--- src/design/assert_macros.svh ---
// assertion macros shared by the frame decoder modules
// no dependencies; every macro samples on clk and is disabled while rst_n is low
`ifndef ASSERT_MACROS_SVH
`define ASSERT_MACROS_SVH

// same-cycle implication
`define RCD_ASSERT_IMP(label, ante, cons, msg) \
    label: assert property (@(posedge clk) disable iff (!rst_n) (ante) |-> (cons)) \
        else $error(msg);

// next-cycle implication
`define RCD_ASSERT_NXT(label, ante, cons, msg) \
    label: assert property (@(posedge clk) disable iff (!rst_n) (ante) |=> (cons)) \
        else $error(msg);

`endif

--- src/design/rcd_pkg.sv ---
// shared types and constants of the radio control frame decoder
// no dependencies
`default_nettype none

package rcd_pkg;

    // channel words kept per frame
    localparam int NUM_CHANNELS = 10;
    localparam int CH_ADDR_W    = (NUM_CHANNELS > 1) ? $clog2(NUM_CHANNELS) : 1;

    // frame layout
    localparam int FRAME_LEN = 32;
    localparam int POS_W     = 5;
    localparam logic [POS_W-1:0] LAST_POS  = POS_W'(FRAME_LEN - 1);
    localparam logic [POS_W-1:0] SUM_LAST  = POS_W'(29);
    localparam logic [POS_W-1:0] FIRST_CH  = POS_W'(3);
    localparam logic [7:0]       HDR0      = 8'h20;
    localparam logic [7:0]       HDR1      = 8'h40;
    localparam logic [15:0]      CSUM_BASE = 16'hFFFF;

    // result status codes
    typedef enum logic [1:0] {
        ST_GOOD       = 2'd0,
        ST_BAD_HEADER = 2'd1,
        ST_BAD_CSUM   = 2'd2
    } status_t;

    // end-of-frame notice from the parser to the emitter
    typedef struct packed {
        logic    start;
        status_t status;
    } frame_done_t;

    // emitter sequencer states
    typedef enum logic [1:0] {
        EM_IDLE,
        EM_READ,
        EM_SHOW
    } em_state_t;

endpackage

`default_nettype wire

--- src/design/rcd_ram.sv ---
// generic single-write, single-read ram with registered read data
// no dependencies
`default_nettype none

module rcd_ram #(
    parameter int WIDTH = 16,
    parameter int DEPTH = 10,
    localparam int ADDR_W = (DEPTH > 1) ? $clog2(DEPTH) : 1
) (
    input  wire logic              clk,
    input  wire logic              wr_en,
    input  wire logic [ADDR_W-1:0] wr_addr,
    input  wire logic [WIDTH-1:0]  wr_data,
    input  wire logic              rd_en,
    input  wire logic [ADDR_W-1:0] rd_addr,
    output logic      [WIDTH-1:0]  rd_data
);

    logic [WIDTH-1:0] mem_reg [DEPTH];

    // write port
    always_ff @(posedge clk)
    begin
        if (wr_en)
        begin
            mem_reg[wr_addr] <= wr_data;
        end
    end

    // registered read port
    always_ff @(posedge clk)
    begin
        if (rd_en)
        begin
            rd_data <= mem_reg[rd_addr];
        end
    end

endmodule

`default_nettype wire

--- src/design/rcd_parser.sv ---
// byte parser: position, checksum, header check and channel word staging
// depends on rcd_pkg and assert_macros.svh
`default_nettype none
`include "assert_macros.svh"

module rcd_parser
    import rcd_pkg::*;
(
    input  wire logic                 clk,
    input  wire logic                 rst_n,
    input  wire logic                 accept,
    input  wire logic [7:0]           rx_byte,
    input  wire logic                 restart,
    output logic                      wr_en,
    output logic      [CH_ADDR_W-1:0] wr_addr,
    output logic      [15:0]          wr_data,
    output frame_done_t               done
);

    logic [POS_W-1:0] byte_position_reg, byte_position_next;
    logic [15:0]      running_sum_reg, running_sum_next;
    logic [7:0]       low_byte_hold_reg, low_byte_hold_next;
    logic             header_good_reg, header_good_next;

    logic [POS_W-1:0] ch_off;
    logic [3:0]       ch_num;
    logic [15:0]      word;
    logic [15:0]      expect_sum;
    logic             do_byte;

    // channel slot of an odd position and the word it closes
    assign do_byte    = accept && !restart;
    assign ch_off     = byte_position_reg - FIRST_CH;
    assign ch_num     = ch_off[4:1];
    assign word       = {rx_byte, low_byte_hold_reg};
    assign expect_sum = CSUM_BASE - running_sum_reg;

    // staging store write
    always_comb
    begin
        wr_en   = do_byte && byte_position_reg[0]
                  && (byte_position_reg >= FIRST_CH)
                  && (byte_position_reg <= SUM_LAST)
                  && (ch_num < 4'(NUM_CHANNELS));
        wr_addr = ch_num[CH_ADDR_W-1:0];
        wr_data = word;
    end

    // end of frame verdict
    always_comb
    begin
        done.start  = do_byte && (byte_position_reg == LAST_POS);
        if (!header_good_reg)
        begin
            done.status = ST_BAD_HEADER;
        end
        else if (expect_sum != word)
        begin
            done.status = ST_BAD_CSUM;
        end
        else
        begin
            done.status = ST_GOOD;
        end
    end

    // per-frame state update
    always_comb
    begin
        byte_position_next = byte_position_reg;
        running_sum_next   = running_sum_reg;
        low_byte_hold_next = low_byte_hold_reg;
        header_good_next   = header_good_reg;
        if (accept && restart)
        begin
            byte_position_next = '0;
            running_sum_next   = '0;
            low_byte_hold_next = '0;
            header_good_next   = 1'b1;
        end
        else if (do_byte)
        begin
            if (byte_position_reg == POS_W'(0) && rx_byte != HDR0)
            begin
                header_good_next = 1'b0;
            end
            if (byte_position_reg == POS_W'(1) && rx_byte != HDR1)
            begin
                header_good_next = 1'b0;
            end
            if (byte_position_reg <= SUM_LAST)
            begin
                running_sum_next = running_sum_reg + {8'd0, rx_byte};
            end
            if (!byte_position_reg[0])
            begin
                low_byte_hold_next = rx_byte;
            end
            if (byte_position_reg == LAST_POS)
            begin
                byte_position_next = '0;
                running_sum_next   = '0;
                low_byte_hold_next = '0;
                header_good_next   = 1'b1;
            end
            else
            begin
                byte_position_next = byte_position_reg + POS_W'(1);
            end
        end
    end

    always_ff @(posedge clk or negedge rst_n)
    begin
        if (!rst_n)
        begin
            byte_position_reg <= '0;
            running_sum_reg   <= '0;
            low_byte_hold_reg <= '0;
            header_good_reg   <= 1'b1;
        end
        else
        begin
            byte_position_reg <= byte_position_next;
            running_sum_reg   <= running_sum_next;
            low_byte_hold_reg <= low_byte_hold_next;
            header_good_reg   <= header_good_next;
        end
    end

    // checks
    `RCD_ASSERT_IMP(a_wr_in_range, wr_en, wr_addr < CH_ADDR_W'(NUM_CHANNELS), "staging write out of range")
    `RCD_ASSERT_NXT(a_pos_step, do_byte && byte_position_reg != LAST_POS, byte_position_reg == $past(byte_position_reg) + POS_W'(1), "byte position did not advance")
    `RCD_ASSERT_NXT(a_restart_clears, accept && restart, byte_position_reg == '0 && running_sum_reg == '0 && header_good_reg, "restart left frame state")

endmodule

`default_nettype wire

--- src/design/rcd_emitter.sv ---
// result emitter: reads the staged channel words back and drives the output register
// depends on rcd_pkg and assert_macros.svh
`default_nettype none
`include "assert_macros.svh"

module rcd_emitter
    import rcd_pkg::*;
(
    input  wire logic                 clk,
    input  wire logic                 rst_n,
    input  wire frame_done_t          done,
    output logic                      busy,
    output logic                      rd_en,
    output logic      [CH_ADDR_W-1:0] rd_addr,
    input  wire logic [15:0]          rd_data,
    output logic                      out_valid,
    input  wire logic                 out_stall,
    output logic      [1:0]           frame_status,
    output logic      [3:0]           channel_index,
    output logic      [15:0]          channel_value,
    output logic                      last
);

    em_state_t              state_reg, state_next;
    logic [CH_ADDR_W-1:0]   idx_reg, idx_next;
    status_t                status_reg, status_next;
    logic [3:0]             index_reg, index_next;
    logic [15:0]            value_reg, value_next;
    logic                   last_reg, last_next;
    logic                   taken;

    assign taken = (state_reg == EM_SHOW) && !out_stall;

    // next state
    always_comb
    begin
        state_next = state_reg;
        unique case (state_reg)
            EM_IDLE:
            begin
                if (done.start)
                begin
                    state_next = (done.status == ST_GOOD) ? EM_READ : EM_SHOW;
                end
            end
            EM_READ:
            begin
                state_next = EM_SHOW;
            end
            EM_SHOW:
            begin
                if (!out_stall)
                begin
                    state_next = last_reg ? EM_IDLE : EM_READ;
                end
            end
            default:
            begin
                state_next = EM_IDLE;
            end
        endcase
    end

    // read requests and output register loading
    always_comb
    begin
        rd_en       = 1'b0;
        rd_addr     = idx_reg + CH_ADDR_W'(1);
        idx_next    = idx_reg;
        status_next = status_reg;
        index_next  = index_reg;
        value_next  = value_reg;
        last_next   = last_reg;
        unique case (state_reg)
            EM_IDLE:
            begin
                rd_addr = '0;
                if (done.start)
                begin
                    if (done.status == ST_GOOD)
                    begin
                        rd_en    = 1'b1;
                        idx_next = '0;
                    end
                    else
                    begin
                        status_next = done.status;
                        index_next  = '0;
                        value_next  = '0;
                        last_next   = 1'b1;
                    end
                end
            end
            EM_READ:
            begin
                status_next = ST_GOOD;
                index_next  = 4'(idx_reg);
                value_next  = rd_data;
                last_next   = (idx_reg == CH_ADDR_W'(NUM_CHANNELS - 1));
            end
            EM_SHOW:
            begin
                if (taken && !last_reg)
                begin
                    rd_en    = 1'b1;
                    idx_next = idx_reg + CH_ADDR_W'(1);
                end
            end
            default:
            begin
                rd_en = 1'b0;
            end
        endcase
    end

    // control registers
    always_ff @(posedge clk or negedge rst_n)
    begin
        if (!rst_n)
        begin
            state_reg <= EM_IDLE;
            idx_reg   <= '0;
        end
        else
        begin
            state_reg <= state_next;
            idx_reg   <= idx_next;
        end
    end

    // result payload
    always_ff @(posedge clk)
    begin
        status_reg <= status_next;
        index_reg  <= index_next;
        value_reg  <= value_next;
        last_reg   <= last_next;
    end

    assign busy          = (state_reg != EM_IDLE);
    assign out_valid     = (state_reg == EM_SHOW);
    assign frame_status  = status_reg;
    assign channel_index = index_reg;
    assign channel_value = value_reg;
    assign last          = last_reg;

    // checks
    `RCD_ASSERT_IMP(a_read_issued, state_reg == EM_READ, $past(rd_en), "data load without a read")
    `RCD_ASSERT_NXT(a_last_ends_run, taken && last_reg, !busy, "run continued past last result")
    `RCD_ASSERT_IMP(a_bad_single, out_valid && status_reg != ST_GOOD, last_reg && value_reg == '0, "bad frame result not single")

endmodule

`default_nettype wire

--- src/design/rc_frame_channel_decoder.sv ---
// radio control frame decoder, top level
// depends on rcd_pkg, rcd_ram, rcd_parser and rcd_emitter
//
// usage
// - input channel: rx_byte and restart with in_valid / in_stall; one byte per
//   transaction, frames of 32 bytes counted from reset or the last restart
// - restart high drops the partial frame; its rx_byte is ignored
// - output channel: frame_status, channel_index, channel_value, last with
//   out_valid / out_stall, held in an output register
// - only byte 31 of a frame produces results
// - good frame: NUM_CHANNELS channel transactions, each a staging ram read
//   followed by an output register load, the next read issued once the shown
//   one is taken, last set on the final one
// - bad header or checksum: one status transaction, shown in the cycle after byte 31
// - in_stall stays high from byte 31 until the last result is taken, so a
//   receiver stall holds the output register and backs up the byte stream
// - reset clears position, checksum, header flag and the emitter; the
//   staging ram is not cleared, every entry is written before it is read
`default_nettype none

module rc_frame_channel_decoder
    import rcd_pkg::*;
(
    input  wire logic        clk,
    input  wire logic        rst_n,
    input  wire logic        in_valid,
    output logic             in_stall,
    input  wire logic [7:0]  rx_byte,
    input  wire logic        restart,
    output logic             out_valid,
    input  wire logic        out_stall,
    output logic      [1:0]  frame_status,
    output logic      [3:0]  channel_index,
    output logic      [15:0] channel_value,
    output logic             last
);

    logic                 accept;
    logic                 busy;
    logic                 wr_en;
    logic [CH_ADDR_W-1:0] wr_addr;
    logic [15:0]          wr_data;
    logic                 rd_en;
    logic [CH_ADDR_W-1:0] rd_addr;
    logic [15:0]          rd_data;
    frame_done_t          done;

    // bytes are held off while a result run is in progress
    assign in_stall = busy;
    assign accept   = in_valid && !busy;

    rcd_parser u_parser (
        .clk     (clk),
        .rst_n   (rst_n),
        .accept  (accept),
        .rx_byte (rx_byte),
        .restart (restart),
        .wr_en   (wr_en),
        .wr_addr (wr_addr),
        .wr_data (wr_data),
        .done    (done)
    );

    // staging store for the channel words of the current frame
    rcd_ram #(
        .WIDTH (16),
        .DEPTH (NUM_CHANNELS)
    ) u_stage_ram (
        .clk     (clk),
        .wr_en   (wr_en),
        .wr_addr (wr_addr),
        .wr_data (wr_data),
        .rd_en   (rd_en),
        .rd_addr (rd_addr),
        .rd_data (rd_data)
    );

    rcd_emitter u_emitter (
        .clk           (clk),
        .rst_n         (rst_n),
        .done          (done),
        .busy          (busy),
        .rd_en         (rd_en),
        .rd_addr       (rd_addr),
        .rd_data       (rd_data),
        .out_valid     (out_valid),
        .out_stall     (out_stall),
        .frame_status  (frame_status),
        .channel_index (channel_index),
        .channel_value (channel_value),
        .last          (last)
    );

endmodule

`default_nettype wire

--- config.mk ---
export PLATFORM = sky130hd
export DESIGN_NAME = rc_frame_channel_decoder
export DESIGN_NICKNAME = d
export VERILOG_FILES = /design/src/design/rcd_pkg.sv /design/src/design/rcd_ram.sv /design/src/design/rcd_parser.sv /design/src/design/rcd_emitter.sv /design/src/design/rc_frame_channel_decoder.sv
export VERILOG_INCLUDE_DIRS = /design/src /design/src/design
export SDC_FILE = /design/constraint.sdc
export NUM_CORES = 1
export LEC_CHECK = 0
export BUFFER_PORTS_ARGS = -buffer_cell sky130_fd_sc_hd__buf_2
export CAP_MARGIN = 20
export CORE_MARGIN = 8
export CORE_UTILIZATION = 25
export CTS_BUF_LIST = sky130_fd_sc_hd__clkbuf_8
export CTS_CLUSTER_SIZE = 28
export DETAILED_ROUTE_END_ITERATION = 10
export PLACE_DENSITY = 0.38
export SYNTH_ARGS = -nofsm -noshare
export SYNTH_HDL_FRONTEND = slang
export SYNTH_HIERARCHICAL = 1
export SYNTH_SLANG_ARGS = --single-unit
--- constraint.sdc ---
create_clock -name clk -period 9.5 [get_ports clk]
set_input_delay 0.475 -clock clk [delete_from_list [all_inputs] [get_ports clk]]
set_output_delay 0.475 -clock clk [all_outputs]
set_load 0.05 [all_outputs]
Yosys cells after proc, flatten, opt, wreduce, memory -nomap -nowiden
Memories as Yosys holds them, arrays and structs flattened. A register that Yosys moved wholly into a read port is not among the register bits.
Cells that the tools add are included.
{"block": "classes", "addsub": 5, "eq_ne": 14, "mux": 46, "n_lt_le_gt_ge": 3, "reduce_logical": 31}
{"op": "16-bit two-way mux", "count": 6}
{"op": "8-bit two-way mux", "count": 4}
{"op": "16-bit one-hot mux with 2 select lines", "count": 1}
{"op": "4-bit two-way mux", "count": 6}
{"op": "16-bit by 8-bit adder with 16-bit output", "count": 1}
{"op": "16-bit != test", "count": 1}
{"op": "4-bit one-hot mux with 2 select lines", "count": 2}
{"op": "16-bit subtractor, first input constant", "count": 1}
{"op": "5-bit two-way mux", "count": 3}
{"op": "2-bit two-way mux", "count": 7}
{"op": "1-bit two-way mux", "count": 13}
{"op": "1-bit logical AND", "count": 12}
{"op": "8-bit by 6-bit != test with 1-bit output, second input constant", "count": 1}
{"op": "8-bit by 7-bit != test with 1-bit output, second input constant", "count": 1}
{"op": "2-bit AND reduction", "count": 4}
{"op": "2-bit nonzero test", "count": 4}
{"op": "2-bit != test, second input constant", "count": 3}
{"op": "2-bit one-hot mux with 3 select lines", "count": 1}
{"op": "5-bit by 1-bit adder with 5-bit output, second input constant", "count": 1}
{"op": "5-bit by 1-bit equality test with 1-bit output, second input constant", "count": 1}
{"op": "5-bit equality test, second input constant", "count": 1}
{"op": "5-bit by 2-bit >= comparator with 1-bit output, second input constant", "count": 1}
{"op": "5-bit <= comparator, second input constant", "count": 1}
{"op": "5-bit zero test", "count": 1}
{"op": "other kinds (16)", "count": 22}
{"block": "word_totals", "out_inout_bits": 25, "mem_count": 1, "ramBits": 160, "register_bits": 59}
{"name": "u_stage_ram.mem_reg", "words": 10, "word_bits": 16, "rd": 1, "rd_clocked_by_memory_dff": 1, "wr": 1, "line_no": "rcd_ram.sv:19", "text": "logic [WIDTH-1:0] mem_reg [DEPTH];"}

Longest topological paths before layout
{"block": "depth", "depth_word": 10, "mapped_depth": 9, "ltp_nobuf": 8}

By module
The synthesis kept the hierarchy.
{"mod": "rcd_ram", "seq_area_each_um2": 5285.1, "n_inst": 1, "area_per_inst_um2": 6872.8, "cells_per_inst": 358}
{"mod": "rcd_parser", "seq_area_each_um2": 752.0, "n_inst": 1, "area_per_inst_um2": 2059.5, "cells_per_inst": 217}
{"mod": "rcd_emitter", "seq_area_each_um2": 840.8, "n_inst": 1, "area_per_inst_um2": 1199.9, "cells_per_inst": 89}
{"mod": "rc_frame_channel_decoder", "seq_area_each_um2": 0.0, "n_inst": 1, "area_per_inst_um2": 13.8, "cells_per_inst": 1}

Least setup slack after synthesis
Ideal clock, no wire load.
{"block": "synth_timing", "kind": "reg-to-reg", "from": "register u_emitter.state_reg[1]", "to": "memory u_stage_ram.mem_reg[0][0] (enable)", "stages_incl_launch_ff": 9, "path_buffers": 1, "setup_slack_ns": 5.459, "required_ns": 9.091, "arrival_ns": 3.632, "cell_sequence": "dfrtp_1 nor2_1 inv_1 nor2b_4 clkbuf_1 nand3b_1 nor4b_1 or3b_2 nor3_1"}
{"block": "synth_between", "elab_chain_cells": 10}
{"element": "from (decl)", "line_no": "rcd_emitter.sv:24", "text": "em_state_t state_reg, state_next;"}
{"element": "from (signal assigned)", "line_no": "rcd_emitter.sv:126", "text": "state_reg <= state_next;"}
{"element": "2-bit nonzero test", "line_no": "rcd_emitter.sv:140", "text": "assign busy = (state_reg != EM_IDLE);"}
{"element": "net in_stall", "line_no": "rc_frame_channel_decoder.sv:27", "text": "output logic in_stall,"}
{"element": "1-bit zero test", "line_no": "rc_frame_channel_decoder.sv:50", "text": "assign accept = in_valid && !busy;"}
{"element": "1-bit logical AND", "line_no": "rc_frame_channel_decoder.sv:50"}
{"element": "net accept", "line_no": "rc_frame_channel_decoder.sv:38", "text": "logic accept;"}
{"element": "1-bit logical AND", "line_no": "rcd_parser.sv:32", "text": "assign do_byte = accept && !restart;"}
{"element": "1-bit logical AND", "line_no": "rcd_parser.sv:41", "text": "wr_en = do_byte && byte_position_reg[0]"}
{"element": "1-bit logical AND", "line_no": "rcd_parser.sv:42", "text": "&& (byte_position_reg >= FIRST_CH)"}
{"element": "1-bit logical AND", "line_no": "rcd_parser.sv:43", "text": "&& (byte_position_reg <= SUM_LAST)"}
{"element": "1-bit logical AND", "line_no": "rcd_parser.sv:44", "text": "&& (ch_num < 4'(NUM_CHANNELS));"}
{"element": "net wr_en", "line_no": "rc_frame_channel_decoder.sv:40", "text": "logic wr_en;"}
{"element": "1-bit two-way mux", "line_no": "rcd_ram.sv:24", "text": "if (wr_en)"}
{"element": "1-bit two-way mux (implied by the code)", "line_no": "rcd_ram.sv:26", "text": "mem_reg[wr_addr] <= wr_data;"}
{"element": "to (decl)", "line_no": "rcd_ram.sv:19"}
The timed path passes the listed nets, and every way through them passes these cells.

Worst setup path after layout
{"block": "layout_timing", "from": "register u_emitter.state_reg[1]", "to": "memory u_stage_ram.mem_reg[0][8] (enable)"}
{"block": "layout_between", "elab_chain_cells": 10}
{"element": "2-bit nonzero test", "line_no": "rcd_emitter.sv:140"}
{"element": "1-bit zero test", "line_no": "rc_frame_channel_decoder.sv:50"}
{"element": "1-bit logical AND", "line_no": "rc_frame_channel_decoder.sv:50"}
{"element": "net accept", "line_no": "rc_frame_channel_decoder.sv:38"}
{"element": "1-bit logical AND", "line_no": "rcd_parser.sv:32"}
{"element": "1-bit logical AND", "line_no": "rcd_parser.sv:41"}
{"element": "1-bit logical AND", "line_no": "rcd_parser.sv:42"}
{"element": "1-bit logical AND", "line_no": "rcd_parser.sv:43"}
{"element": "1-bit logical AND", "line_no": "rcd_parser.sv:44"}
{"element": "net wr_en", "line_no": "rc_frame_channel_decoder.sv:40"}
{"element": "1-bit two-way mux", "line_no": "rcd_ram.sv:24"}
{"element": "1-bit two-way mux (implied by the code)", "line_no": "rcd_ram.sv:26"}
The timed path passes the listed nets, and every way through them passes these cells.

==> flow_metrics.tcl <==
set metrics [dict create \
    status "complete, no violations" \
    antenna_cells 0 \
    synthFlopType "edfxtp_1" \
    worstRegToRegCells 8 \
    use_met2_pct 17.99 \
    slew_headroom_pct 35.39 \
    final_layout_size_suffix_gt1_share_pct 25.03 \
    worstPathMaxFanout 14 \
    r2r-start "u_emitter/state_reg[1]$_DFFE_PN0P_" \
    power_density_nw_per_um2 199.6 \
    synth_top_family_by_area "compound AO/OA/AOI/OAI gates" \
    gp_congestion 0.7475 \
    cts_tree "built" \
    muxShareOfSynthArea_pct 8.682 \
    grt-ovfl-total 0 \
    final_nets 758 \
    rows 74 \
    root_buffer "clkbuf_8" \
    setup_violations 0 \
    required_ns 9.74 \
    synth-edff-count 199 \
    syn_area_per_cell_um2 15.26 \
    die_area_um2 47290 \
    grt_busiest_layer "met2" \
    max_clock_freq_mhz 257.7 \
    grt_max_degree 62 \
    firstDrtPassIters 5 \
    rsz0062_at_grt "false" \
    routed_wl_um 25310 \
    p_leak_nw 3.989 \
    reg2reg_slack_ns 5.62 \
    ys_ff_latch 235 \
    hold_viol 0 \
    cts_resized 0 \
    met3_usage_pct 2.205 \
    synth-simple-area-share_pct 7.276 \
    dieHeight_um 217.5 \
    synth_warnings 6 \
    r2r_end "u_stage_ram/mem_reg[0][8]$_DFFE_PP_" \
    route.vias.total 5808 \
    synthAdderAreaFrac_pct 1.924 \
    final_util_pct 29.10 \
    synth-xor-area-share_pct 2.244 \
    slew_viol_final 0 \
    grt_pass1_vias 6210 \
    async_reset_ff_share_pct 15.32 \
    ios 38 \
    ir_drop_mv 0.08249 \
    drt-initial-drc-count 240 \
    ys_seq_area_share_pct 67.79 \
    final_common_cell "edfxtp_1" \
    grt_util_all_layers_pct 10.61 \
    port_buffers 37 \
    ant_nets 0 \
    dpl.hpwl_um 17040 \
    avgViaCountPerCell 4.485 \
    area_growth_pct 16.06 \
    synthCells 665 \
    synth-compound-area-share_pct 9.224 \
    numCtsBuffers 43 \
    antenna_found_initial 0 \
    post-route-period-util_pct 40.85 \
    cap_violations 0 \
    worstSetupEndpointType "flip-flop" \
    critPathLaunchType "flip-flop" \
    skew_ns 0.02476 \
    cts_buffer_depth 3 \
    drc 0 \
    largest_register_ffs 160 \
    htree_num_levels 2 \
    grt_pass1_wl_um 38410 \
    cts.reportedPaths.clkPinSlew_ns 0.06 \
    mostFrequentLayoutCells "edfxtp_1 (199), clkbuf_8 (48), mux2_2 (48), buf_2 (37), nand2_1 (36)" \
    syn_area_um2 10150 \
    cts_setup_buffers 0 \
    fin_tns_setup_ns 0 \
    period_minus_slack_ns 3.881 \
    postCtsHoldBufs 0 \
    critPathArrivalTime_ns 4.12 \
    hp-class "input pin to asynchronous set/reset pin" \
    die_w_um 217.5 \
    initial_core_util_pct 25.08 \
    post_drt_wl_per_cell_um 19.55 \
    clk_latency_ns 0.55 \
    critPathKind "flip-flop to flip-flop" \
    met1_usage_pct 13.28 \
    synth_nets 693 \
    yosysUniqueCellTypes 62 \
    worst_pin_slew_ns 0.9691 \
    clock_sinks 235 \
    fp.coreArea_um2 40460 \
]
cell type report:
type                            count  area [µm²]
Multi-Input combinational cell    380        3023
Tap cell                          532       665.6
Clock buffer                       48       660.6
Clock inverter                     30       171.4
Timing Repair Buffer               53       312.8
Inverter                           17       63.81
Sequential cell                   235        6878
Fill cell                        4037       28690
critical path, cell delays in order, from the launching register on:
cell and delay, ns:
dfrtp_1 0.47, nor2_1 0.51, inv_1 0.19, nor2b_4 0.33, nand3b_1 0.17, nor4b_1 0.55, or3b_2 0.55, nor3_2 0.55
buf_6 0.25
routing by layer:
layer / wire length, µm / up-vias
met5: 0 / -
met4: 543 / 0
met3: 928 / 48
met2: 12390 / 111
met1: 11440 / 2956
li1: - / 2693
kinds of logic after synthesis:
kind of cell	after synthesis
AO/OA/AOI/OAI	117
flip-flops	235
multiplexers	82
AND/OR/NAND/NOR	140
XOR/XNOR	26
buffers and inverters	50
adder cells (fa/ha/maj)	15
cell usage after synthesis, types with 4 or more instances:
library cell | instances | area, µm²
a21oi_1 | 13 | 65.06
a22o_1 | 29 | 254.0
and2_1 | 18 | 112.6
and3_1 | 4 | 25.02
buf_2 | 5 | 25.02
buf_4 | 11 | 82.58
buf_6 | 4 | 45.04
clkbuf_1 | 9 | 33.78
dfrtp_1 | 35 | 875.8
edfxtp_1 | 199 | 5976
ha_1 | 14 | 175.2
inv_1 | 17 | 63.81
mux2_2 | 48 | 540.5
mux2i_1 | 34 | 340.3
nand2_1 | 36 | 135.1
nand2b_1 | 6 | 37.54
nand3_1 | 7 | 35.03
nand3b_1 | 4 | 30.03
nor2_1 | 26 | 97.59
nor2b_1 | 5 | 31.28
nor3_1 | 9 | 45.04
nor4_1 | 5 | 31.28
o21ai_0 | 14 | 70.07
o22ai_1 | 18 | 112.6
o31ai_2 | 15 | 187.7
o41ai_1 | 4 | 35.03
or3_1 | 6 | 37.54
xnor2_1 | 23 | 201.4
power by group:
part	total (mW)	internal (mW)	switching (mW)
Sequential	1.20	1.15	0.0478
Combinational	0.210	0.0896	0.121
Clock	0.941	0.516	0.425
Total	2.35	1.76	0.594
worst max path at each step:
stage | startpoint | end | slack (ns) | cells past startpoint
2_1_floorplan | u_emitter/state_reg[1]$_DFFE_PN0P_ | u_stage_ram/mem_reg[0][0]$_DFFE_PP_ | 5.46 | 8
6_report | u_emitter/state_reg[1]$_DFFE_PN0P_ | u_stage_ram/mem_reg[0][8]$_DFFE_PP_ | 5.62 | 8
4_1_cts | u_emitter/state_reg[1]$_DFFE_PN0P_ | u_stage_ram/mem_reg[2][10]$_DFFE_PP_ | 5.36 | 7
5_1_grt | u_emitter/state_reg[1]$_DFFE_PN0P_ | u_stage_ram/mem_reg[0][8]$_DFFE_PP_ | 5.33 | 8
3_3_place_gp | u_emitter/state_reg[1]$_DFFE_PN0P_ | u_stage_ram/mem_reg[0][6]$_DFFE_PP_ | 5.37 | 7
3_5_place_dp | u_emitter/state_reg[1]$_DFFE_PN0P_ | u_stage_ram/mem_reg[2][5]$_DFFE_PP_ | 5.41 | 7
stage by stage:
step	cell area (µm²)	setup WS (ns)	cells	power (mW)	hold slack, ns
6_report	11780	5.619	1295	2.351	0.04738
5_1_grt	11780	5.330	1295	2.458	0.07143
4_1_cts	11770	5.357	1294	2.393	0.02956
3_5_place_dp	10940	5.410	1216	1.431	0.4798
3_3_place_gp	10910	5.368	1214	1.424	0.4811
2_1_floorplan	10150	5.459	665	1.365	0.1794
Power figures use the tool's default switching activity.
